## src/sv/assert_macros.svh

```systemverilog
// Assertion macros shared by the matcher RTL.
// Needs a clock named aclk and an active-low reset named aresetn in scope.
`ifndef ASSERT_MACROS_SVH
`define ASSERT_MACROS_SVH

// Check a property on every rising edge of aclk while out of reset.
`define ASSERT_CLK(label, prop, msg) \
    label: assert property (@(posedge aclk) disable iff (!aresetn) (prop)) else $error(msg);

// Check that a condition never holds on a clock edge while out of reset.
`define ASSERT_NEVER(label, cond, msg) \
    label: assert property (@(posedge aclk) disable iff (!aresetn) !(cond)) else $error(msg);

`endif

```

## src/sv/sssm_pkg.sv

```systemverilog
// Package for the substring search matcher: beat types, register indexes, constants.
// Used by every module of the block; depends on nothing.
`timescale 1ns / 1ps

package sssm_pkg;

    localparam int MAX_KEY_LEN_DEF = 8;
    localparam int KEY_W           = 64;
    localparam int LEN_W           = 4;
    localparam int POS_W           = 32;
    localparam int CFG_IDX_W       = 4;
    localparam int CFG_DATA_W      = 64;

    localparam logic [CFG_IDX_W-1:0] CFG_KEY_BYTES = CFG_IDX_W'(0);
    localparam logic [CFG_IDX_W-1:0] CFG_KEY_LEN   = CFG_IDX_W'(1);

    localparam logic [POS_W-1:0] POS_MAX = {POS_W{1'b1}};

    typedef struct packed {
        logic [7:0] source_byte;
        logic       last;
    } in_beat_t;

    typedef struct packed {
        logic             found;
        logic [POS_W-1:0] end_pos;
        logic             done_res;
    } out_beat_t;

    typedef struct packed {
        logic full;
        logic empty;
    } q_status_t;

endpackage

```

## src/sv/substring_search_matcher_top.sv

```systemverilog
// Substring search matcher top level: config registers, input register, matcher, result queue.
// Depends on sssm_pkg, sssm_match, sssm_out_queue and assert_macros.svh.
//
//   channel | direction | signals                               | payload
//   s_      | in        | s_valid, s_ready, s_data              | in_beat_t
//   m_      | out       | m_valid, m_ready, m_data              | out_beat_t
//   cfg_    | in        | cfg_valid, cfg_ready, cfg_index, cfg_data | register write
//
// One source byte per clock while s_ready is high; a beat's result passes the input register,
// then the window compare into the result queue, before it leaves.
// Reset: synchronous aresetn clears control, position and restart count; no clearing pass.
// Stalls: the two-entry result queue absorbs one waiting result; s_ready drops only
// when both entries are held and the input register is occupied.
`timescale 1ns / 1ps
`include "assert_macros.svh"

module substring_search_matcher_top import sssm_pkg::*; #(
    parameter int MAX_KEY_LEN = MAX_KEY_LEN_DEF
) (
    input  logic                  aclk,
    input  logic                  aresetn,
    input  logic                  s_valid,
    output logic                  s_ready,
    input  in_beat_t              s_data,
    output logic                  m_valid,
    input  logic                  m_ready,
    output out_beat_t             m_data,
    input  logic                  cfg_valid,
    output logic                  cfg_ready,
    input  logic [CFG_IDX_W-1:0]  cfg_index,
    input  logic [CFG_DATA_W-1:0] cfg_data
);

    logic [KEY_W-1:0] key_bytes_reg, key_bytes_next;
    logic [LEN_W-1:0] key_len_reg, key_len_next;
    logic             in_valid_reg, in_valid_next;
    in_beat_t         in_data_reg;

    logic      s_take;
    logic      advance;
    logic      res_valid;
    out_beat_t res_beat;
    logic      out_push;
    q_status_t q_stat;

    assign cfg_ready = 1'b1;
    assign advance   = in_valid_reg && !q_stat.full;
    assign s_ready   = !in_valid_reg || advance;
    assign s_take    = s_valid && s_ready;
    assign out_push  = advance && res_valid;

    always_comb begin
        key_bytes_next = key_bytes_reg;
        key_len_next   = key_len_reg;
        if (cfg_valid && cfg_ready) begin
            case (cfg_index)
                CFG_KEY_BYTES: key_bytes_next = cfg_data[KEY_W-1:0];
                CFG_KEY_LEN:   key_len_next   = cfg_data[LEN_W-1:0];
                default: ;
            endcase
        end
        if (s_take) begin
            in_valid_next = 1'b1;
        end else if (advance) begin
            in_valid_next = 1'b0;
        end else begin
            in_valid_next = in_valid_reg;
        end
    end

    always_ff @(posedge aclk) begin
        if (!aresetn) begin
            key_bytes_reg <= '0;
            key_len_reg   <= LEN_W'(1);
            in_valid_reg  <= 1'b0;
        end else begin
            key_bytes_reg <= key_bytes_next;
            key_len_reg   <= key_len_next;
            in_valid_reg  <= in_valid_next;
        end
    end

    always_ff @(posedge aclk) begin
        if (s_take) begin
            in_data_reg <= s_data;
        end
    end

    sssm_match #(
        .MAX_KEY_LEN(MAX_KEY_LEN)
    ) u_match (
        .aclk      (aclk),
        .aresetn   (aresetn),
        .advance   (advance),
        .in_beat   (in_data_reg),
        .key_bytes (key_bytes_reg),
        .key_len   (key_len_reg),
        .res_valid (res_valid),
        .res_beat  (res_beat)
    );

    sssm_out_queue u_out_queue (
        .aclk      (aclk),
        .aresetn   (aresetn),
        .push      (out_push),
        .push_beat (res_beat),
        .status    (q_stat),
        .m_valid   (m_valid),
        .m_ready   (m_ready),
        .m_data    (m_data)
    );

    `ASSERT_NEVER(a_no_overflow, out_push && q_stat.full, "result queue overflow")
    `ASSERT_CLK(a_stall_held, !s_ready |-> in_valid_reg, "input stalled with empty register")
    `ASSERT_CLK(a_found_pos, m_valid && m_data.found |-> m_data.end_pos != '0, "match at zero")
    `ASSERT_CLK(a_empty_res, m_valid && !m_data.found |-> m_data.done_res, "empty result beat")

endmodule

```

## src/sv/sssm_match.sv

```systemverilog
// Window compare and stream state (recent bytes, position, restart count).
// Depends on sssm_pkg.
`timescale 1ns / 1ps

module sssm_match import sssm_pkg::*; #(
    parameter int MAX_KEY_LEN = MAX_KEY_LEN_DEF
) (
    input  logic             aclk,
    input  logic             aresetn,
    input  logic             advance,
    input  in_beat_t         in_beat,
    input  logic [KEY_W-1:0] key_bytes,
    input  logic [LEN_W-1:0] key_len,
    output logic             res_valid,
    output out_beat_t        res_beat
);

    localparam int HIST_D = (MAX_KEY_LEN > 1) ? MAX_KEY_LEN - 1 : 1;
    localparam logic [LEN_W-1:0] MAX_L = LEN_W'(MAX_KEY_LEN);

    logic [7:0]       hist_reg [HIST_D];
    logic [7:0]       hist_next[HIST_D];
    logic [POS_W-1:0] pos_reg, pos_next;
    logic [LEN_W-1:0] since_reg, since_next;

    logic [7:0]             win[MAX_KEY_LEN];
    logic [LEN_W-1:0]       eff_len;
    logic [LEN_W-1:0]       since_inc;
    logic [POS_W-1:0]       pos_inc;
    logic [MAX_KEY_LEN-1:0] len_hit;
    logic                   sel_hit;
    logic                   match;

    assign win[0] = in_beat.source_byte;
    for (genvar j = 1; j < MAX_KEY_LEN; j++) begin : g_win
        assign win[j] = hist_reg[j-1];
    end

    always_comb begin
        if (key_len == '0) begin
            eff_len = LEN_W'(1);
        end else if (key_len > MAX_L) begin
            eff_len = MAX_L;
        end else begin
            eff_len = key_len;
        end
    end

    // one compare per candidate key length; key byte i against window lane len-1-i
    always_comb begin
        for (int l = 0; l < MAX_KEY_LEN; l++) begin
            len_hit[l] = 1'b1;
            for (int i = 0; i <= l; i++) begin
                if (key_bytes[8*i +: 8] != win[l-i]) begin
                    len_hit[l] = 1'b0;
                end
            end
        end
    end

    always_comb begin
        sel_hit = 1'b0;
        for (int l = 0; l < MAX_KEY_LEN; l++) begin
            if (eff_len == LEN_W'(l + 1)) begin
                sel_hit = len_hit[l];
            end
        end
    end

    assign since_inc = (since_reg < MAX_L) ? since_reg + LEN_W'(1) : since_reg;
    assign pos_inc   = (pos_reg == POS_MAX) ? pos_reg : pos_reg + POS_W'(1);
    assign match     = (since_inc >= eff_len) && sel_hit;

    assign res_valid         = match || in_beat.last;
    assign res_beat.found    = match;
    assign res_beat.end_pos  = match ? pos_inc : '0;
    assign res_beat.done_res = in_beat.last;

    always_comb begin
        hist_next[0] = in_beat.source_byte;
        for (int j = 1; j < HIST_D; j++) begin
            hist_next[j] = hist_reg[j-1];
        end
        if (in_beat.last) begin
            pos_next   = '0;
            since_next = '0;
        end else begin
            pos_next   = pos_inc;
            since_next = match ? '0 : since_inc;
        end
    end

    always_ff @(posedge aclk) begin
        if (!aresetn) begin
            pos_reg   <= '0;
            since_reg <= '0;
        end else if (advance) begin
            pos_reg   <= pos_next;
            since_reg <= since_next;
        end
    end

    always_ff @(posedge aclk) begin
        if (advance) begin
            hist_reg <= hist_next;
        end
    end

endmodule

```

## src/sv/sssm_out_queue.sv

```systemverilog
// Two-entry result queue; lets the matcher keep taking beats while a result waits.
// Depends on sssm_pkg.
`timescale 1ns / 1ps

module sssm_out_queue import sssm_pkg::*; (
    input  logic      aclk,
    input  logic      aresetn,
    input  logic      push,
    input  out_beat_t push_beat,
    output q_status_t status,
    output logic      m_valid,
    input  logic      m_ready,
    output out_beat_t m_data
);

    out_beat_t  slot_reg[2];
    logic       wr_ptr_reg, wr_ptr_next;
    logic       rd_ptr_reg, rd_ptr_next;
    logic [1:0] count_reg, count_next;
    logic       pop;

    assign m_valid      = (count_reg != 2'd0);
    assign m_data       = slot_reg[rd_ptr_reg];
    assign pop          = m_valid && m_ready;
    assign status.full  = (count_reg == 2'd2);
    assign status.empty = (count_reg == 2'd0);

    always_comb begin
        wr_ptr_next = push ? ~wr_ptr_reg : wr_ptr_reg;
        rd_ptr_next = pop ? ~rd_ptr_reg : rd_ptr_reg;
        count_next  = count_reg;
        if (push && !pop) begin
            count_next = count_reg + 2'd1;
        end else if (pop && !push) begin
            count_next = count_reg - 2'd1;
        end
    end

    always_ff @(posedge aclk) begin
        if (!aresetn) begin
            wr_ptr_reg <= 1'b0;
            rd_ptr_reg <= 1'b0;
            count_reg  <= 2'd0;
        end else begin
            wr_ptr_reg <= wr_ptr_next;
            rd_ptr_reg <= rd_ptr_next;
            count_reg  <= count_next;
        end
    end

    always_ff @(posedge aclk) begin
        if (push) begin
            slot_reg[wr_ptr_reg] <= push_beat;
        end
    end

endmodule
```

## config.mk

```make
export PLATFORM = sky130hd
export DESIGN_NAME = substring_search_matcher_top
export DESIGN_NICKNAME = d
export VERILOG_FILES = /design/src/sv/sssm_pkg.sv /design/src/sv/substring_search_matcher_top.sv /design/src/sv/sssm_match.sv /design/src/sv/sssm_out_queue.sv
export VERILOG_INCLUDE_DIRS = /design/src /design/src/sv
export SDC_FILE = /design/constraint.sdc
export NUM_CORES = 1
export LEC_CHECK = 0
export ABC_AREA = 1
export BUFFER_PORTS_ARGS = -buffer_cell sky130_fd_sc_hd__buf_2
export CELL_PAD_IN_SITES_DETAIL_PLACEMENT = 0
export CELL_PAD_IN_SITES_GLOBAL_PLACEMENT = 2
export CORE_AREA = 2 2 213 215
export CTS_BUF_LIST = sky130_fd_sc_hd__clkbuf_4
export CTS_CLUSTER_SIZE = 28
export DETAILED_ROUTE_END_ITERATION = 6
export DIE_AREA = 0 0 215 217
export PLACE_DENSITY = 0.86
export SYNTH_ARGS = -nofsm -noshare
export SYNTH_HDL_FRONTEND = slang
export SYNTH_HIERARCHICAL = 1
export SYNTH_SLANG_ARGS = --single-unit
```

## constraint.sdc

```tcl
create_clock -name aclk -period 5.1 [get_ports aclk]
set_input_delay 1.02 -clock aclk [delete_from_list [all_inputs] [get_ports aclk]]
set_output_delay 1.02 -clock aclk [all_outputs]
set_load 0.1 [all_outputs]
```

Yosys cells after proc, flatten, opt, wreduce, memory -nomap -nowiden
Memories as Yosys holds them, arrays and structs flattened. A register that Yosys moved wholly into a read port is not among the register bits.
Index checks and enable logic that the tools add are counted.
- input port bits: 82
- memories kept: 1
- logic and storage cells: 154
- RAM bits: 68
- flip-flop bits (word level): 174
- order comparisons: 3
- multiplexer cells: 60
- $add $sub $neg: 4
- equality and inequality tests: 47
- reduce and logical (&&, ||, !) cells: 20
- bitwise operators: 2
- memory list (name ; words ; bits a word ; read ports ; clocked after memory_dff ; write ports ; line ; RTL):
    u_out_queue.slot_reg ; 2 ; 34 ; 1 ; 1 ; 1 ; sssm_out_queue.sv:16 ; out_beat_t slot_reg[2];
- operators with widths (cell ; number):
    $ne A8 B8 Y1 ; 36
    $mux W32 ; 3
    $mux W1 ; 50
    $add A32 B1 Y32 const B ; 1
    $eq A32 B32 Y1 const B ; 1
    $mux W4 ; 5
    $eq A4 B3 Y1 const B ; 4
    $eq A4 B1 Y1 const B ; 2
    $eq A4 B2 Y1 const B ; 2
    $logic_not A4 Y1 ; 2
    $logic_and A1 B1 Y1 ; 7
    $reduce_bool A2 Y1 ; 3
    $add A4 B1 Y4 const B ; 1
    $eq A4 B4 Y1 const B ; 1
    $ge A4 B4 Y1 ; 1
    $gt A4 B4 Y1 const B ; 1
    $logic_not A1 Y1 ; 4
    $lt A4 B4 Y1 const B ; 1
    $mux W2 ; 2
    $reduce_and A2 Y1 ; 2
    $add A2 B1 Y2 const B ; 1
    $eq A2 B2 Y1 const B ; 1
    $logic_or A1 B1 Y1 ; 2
    $not A1 Y1 ; 2
    $sub A2 B1 Y2 const B ; 1

Depth between registers and ports, before layout
- word-level depth: 19
- mapped depth: 24
- gate-level depth less buffers: 23

Hierarchy
The synthesis kept the hierarchy.
- modules (own cells, without submodules) (module ; cells each ; area each (µm²) ; times used ; seq. area each (µm²)):
    sssm_match ; 1438 ; 9062.4 ; 1 ; 2402.3
    substring_search_matcher_top ; 595 ; 3888.7 ; 1 ; 1651.6
    sssm_out_queue ; 144 ; 2847.7 ; 1 ; 2142.1

Least setup slack after synthesis
Ideal clock, no wire load.
- kind: register to register
- from: register u_out_queue.count_reg[0]
- to: register u_match.pos_reg[1]
- library setup time: 0.071 ns
- slack: 0.936 ns
- buffers on the path: 1
- stages on the path, launching flop included: 8
- arrival time: 4.093 ns
- period minus slack after synthesis: 4.164 ns
- path through: dfxtp_1 -> nor2_1 -> nor2_1 -> inv_2 -> nor2_1 -> clkbuf_1 -> nand2_1 -> a21oi_1
- RTL lines (what ; line ; RTL):
    from (decl) ; sssm_out_queue.sv:19 ; logic [1:0] count_reg, count_next;
    from (signal assigned) ; sssm_out_queue.sv:47 ; count_reg <= count_next;
    to (signal assigned) ; sssm_match.sv:98 ; pos_reg <= pos_next;
    to (decl) ; sssm_match.sv:23 ; logic [POS_W-1:0] pos_reg, pos_next;

==> results.ini <==
[critical_path]
rr_startpoint = in_data_reg[5]$_DFFE_PP_
worst-path-max-fanout = 34
r2r_slack_ps = 1190
reg2reg_depth = 19
arrival_ps = 4340
crit_path_end_kind = flop
setup.worst_path.start_class = flop
rr_endpoint = u_out_queue/slot_reg[0][32]$_DFFE_PP_
worstPathRequired_ps = 5530
worstSetupPathType = reg2reg

[clocking]
cts.sinks = 243
cts_resized = 0
htree_levels = 3
cts_tree = done
clk_latency_ps = 830
post_cts_buffers = 0
cts_root_buffer = clkbuf_4
holdBufCountCts = 0
clkSlewWorstSetupHoldPaths_ps = 60
clock_path_buffers = 3
cts_buffers = 70

[sta]
slew_violations = 0
finalSetupViolCount = 0
finalHoldViolCount = 0
fmax_mhz = 256
tns_ps = 0
min_period_over_period_pct = 76.6
layout_min_cycle_time_ps = 3910
max_slew.worst_pin.slew_ps = 1010
rsz0062_at_grt = no
finClkSkew_ps = 86.2
maxSlewHeadroom_pct = 32.4

[die]
die_y_um = 217
fp.coreArea_mm2 = 0.0447
initial_utilization_pct = 35.3
dieArea_mm2 = 0.0467
fp.dieW_um = 215
rows = 78
pin_count = 119

[grt]
grt_max_degree = 70
grt_usage_pct = 23.4
grt-ovfl-total = 0
first_global_vias = 13308
grt_pass1_wl_um = 81800
antenna_found_initial = 2

[layout]
num-nets-final = 2358
final_layout_size_suffix_gt1_share_pct = 16.7
fin_util_pct = 39.3
syn2layout_area_growth_pct = 11.1
largest_reg_flops = 68

[logic_synthesis]
synth_fp_nets = 2266
synth-edff-count = 133
synth-warning-count = 6
ys_ff_latch = 243
synth_top_flop_cell = edfxtp_1
synth.avg_cell_area_um2 = 7.26
ys_seq_area_share_pct = 39.2
syn_area_mm2 = 0.0158
async_reset_ff_share_pct = 0
syn-instance-count = 2177
post_synth_num_cell_types = 51

[status]
status = completed

[detailed_routing]
post-route-drc-count = 0
vias = 13909
finalWirelength_um = 54500
wl_per_cell_um = 18.6
drt_pre_antenna_iters = 5
ant_nets = 0
drt_iter0_drc = 1187
post_drt_via_cell_ratio = 4.75

[placement]
dpl.hpwl_um = 41100
io_buffers = 117
gp_congestion = 1.03

[run]
maxCapViolations = 0

[worst_hold_path]
worstHoldStart = s_data[4]
worstHoldPathCells = 1
hp-class = in2reg
whs_endpoint = in_data_reg[4]$_DFFE_PP_

[power]
peakVddDrop_uv = 261
power.density_mw_per_mm2 = 314
fin_total_pwr_uw = 5500
leakagePower_uw = 0.00765

-- worst max-delay path: stages, from the launching register on --
cell and delay (ps):
edfxtp_1 710, inv_2 160, nand2_1 100, nand2_1 50, nor2_1 480, nand2_1 110, nor2_1 130, nand2_1 60
nor2_1 80, nand2_1 80, nand3_1 120, nand2_1 80, nand3_2 80, nand2_4 70, inv_2 70, or2_1 90
nor3b_1 400, inv_1 150, nor2_4 90, buf_4 400
-- cell usage in the layout (no fill, tap or decap), types with 2 or more instances in the layout --
cell type,n
a21boi_0,2
a21oi_1,43
a21oi_2,20
buf_2,117
buf_4,20
bufinv_16,4
clkbuf_4,109
clkinv_1,9
clkinv_2,4
dfxtp_1,109
diode_2,4
edfxtp_1,133
ha_1,7
inv_1,322
inv_2,38
inv_6,2
mux2_2,4
mux2_4,30
nand2_1,741
nand2_2,5
nand3_1,31
nand3_2,2
nand4_1,103
nand4_2,2
nor2_1,227
nor2_2,9
nor2_4,7
nor3_1,15
nor3_4,2
nor4_1,4
o21ai_0,10
o21ai_1,5
o21ai_2,2
o22ai_1,3
or2_1,4
xnor2_1,111
xor2_1,51
-- how the worst max path moves through the flow --
stage                                          start  slack (ps)                                     to  cells past startpoint
6_report                    in_data_reg[5]$_DFFE_PP_        1190  u_out_queue/slot_reg[0][32]$_DFFE_PP_                     19
3_3_place_gp                in_data_reg[2]$_DFFE_PP_        1200  u_out_queue/slot_reg[0][15]$_DFFE_PP_                     19
4_1_cts                                         flop        1200                             m_data[25]                      3
5_1_grt                     in_data_reg[2]$_DFFE_PP_         970  u_out_queue/slot_reg[0][29]$_DFFE_PP_                     19
2_1_floorplan  u_out_queue/count_reg[0]$_SDFFE_PN0P_         940        u_match/pos_reg[1]$_SDFFE_PN0P_                      7
3_5_place_dp                in_data_reg[2]$_DFFE_PP_        1280  u_out_queue/slot_reg[0][20]$_DFFE_PP_                     19
-- cell usage after synthesis, drive strengths merged, types with 18 or more instances --
master  instances  share of area (%)
a21oi          63                2.5
buf            96                4.4
clkbuf         21               0.54
dfxtp         110                 14
edfxtp        133                 25
inv           360                8.6
mux2           34                3.1
nand2         747                 18
nand3          34                1.2
nand4         105                4.2
nor2          243                6.1
nor3           18               0.74
xnor2         112                6.3
xor2           52                2.9
-- per-stage QoR --
stage                     cells  setup slack [ps]  area, um2  hold WS, ps
after CTS                  2924              1200      17500          291
final                      2928              1190      17500          374
after detailed placement   2797              1280      16500          481
after global placement     2797              1200      16500          475
after floorplan            2177               936      15800          421
after global routing       2928               968      17500          283
-- layout make-up --
type / instances / area (um2)
Sequential cell: 243 / 6200
Inverter: 363 / 1360
Multi-Input combinational cell: 1454 / 7480
Tap cell: 600 / 751
Antenna cell: 4 / 10.0
Clock buffer: 109 / 818
Timing Repair Buffer: 137 / 736
Clock inverter: 18 / 196
Fill cell: 4873 / 27100
-- cell families (layout without fill, tap and decap cells) --
logic type	after synthesis	count (layout)	share of synthesized area, %
buf+inv	480	627	13.6
other cells	1	5	0.0237
xor+xnor	164	164	9.19
simple gates	1160	1160	30.8
compound gates	88	88	3.49
mux	34	34	3.14
flops	243	243	39.2
fa+ha+maj	7	7	0.554
-- report_power, final --
group / switching, uW / total, uW / internal (uW)
logic: 774 / 1080 / 301
clock network: 904 / 2090 / 1180
registers: 178 / 2340 / 2160
-- routing by layer --
| layer | wire length, um | track usage [%] | vias up |
|---|---|---|---|
| met5 | 0 | 0 | - |
| met4 | 1970 | 9.15 | 0 |
| met3 | 3850 | 4.96 | 103 |
| met2 | 22900 | 34.6 | 486 |
| met1 | 25800 | 33.3 | 6434 |
| li1 | - | - | 6886 |
Note: power is estimated with default switching activity, not from simulation.
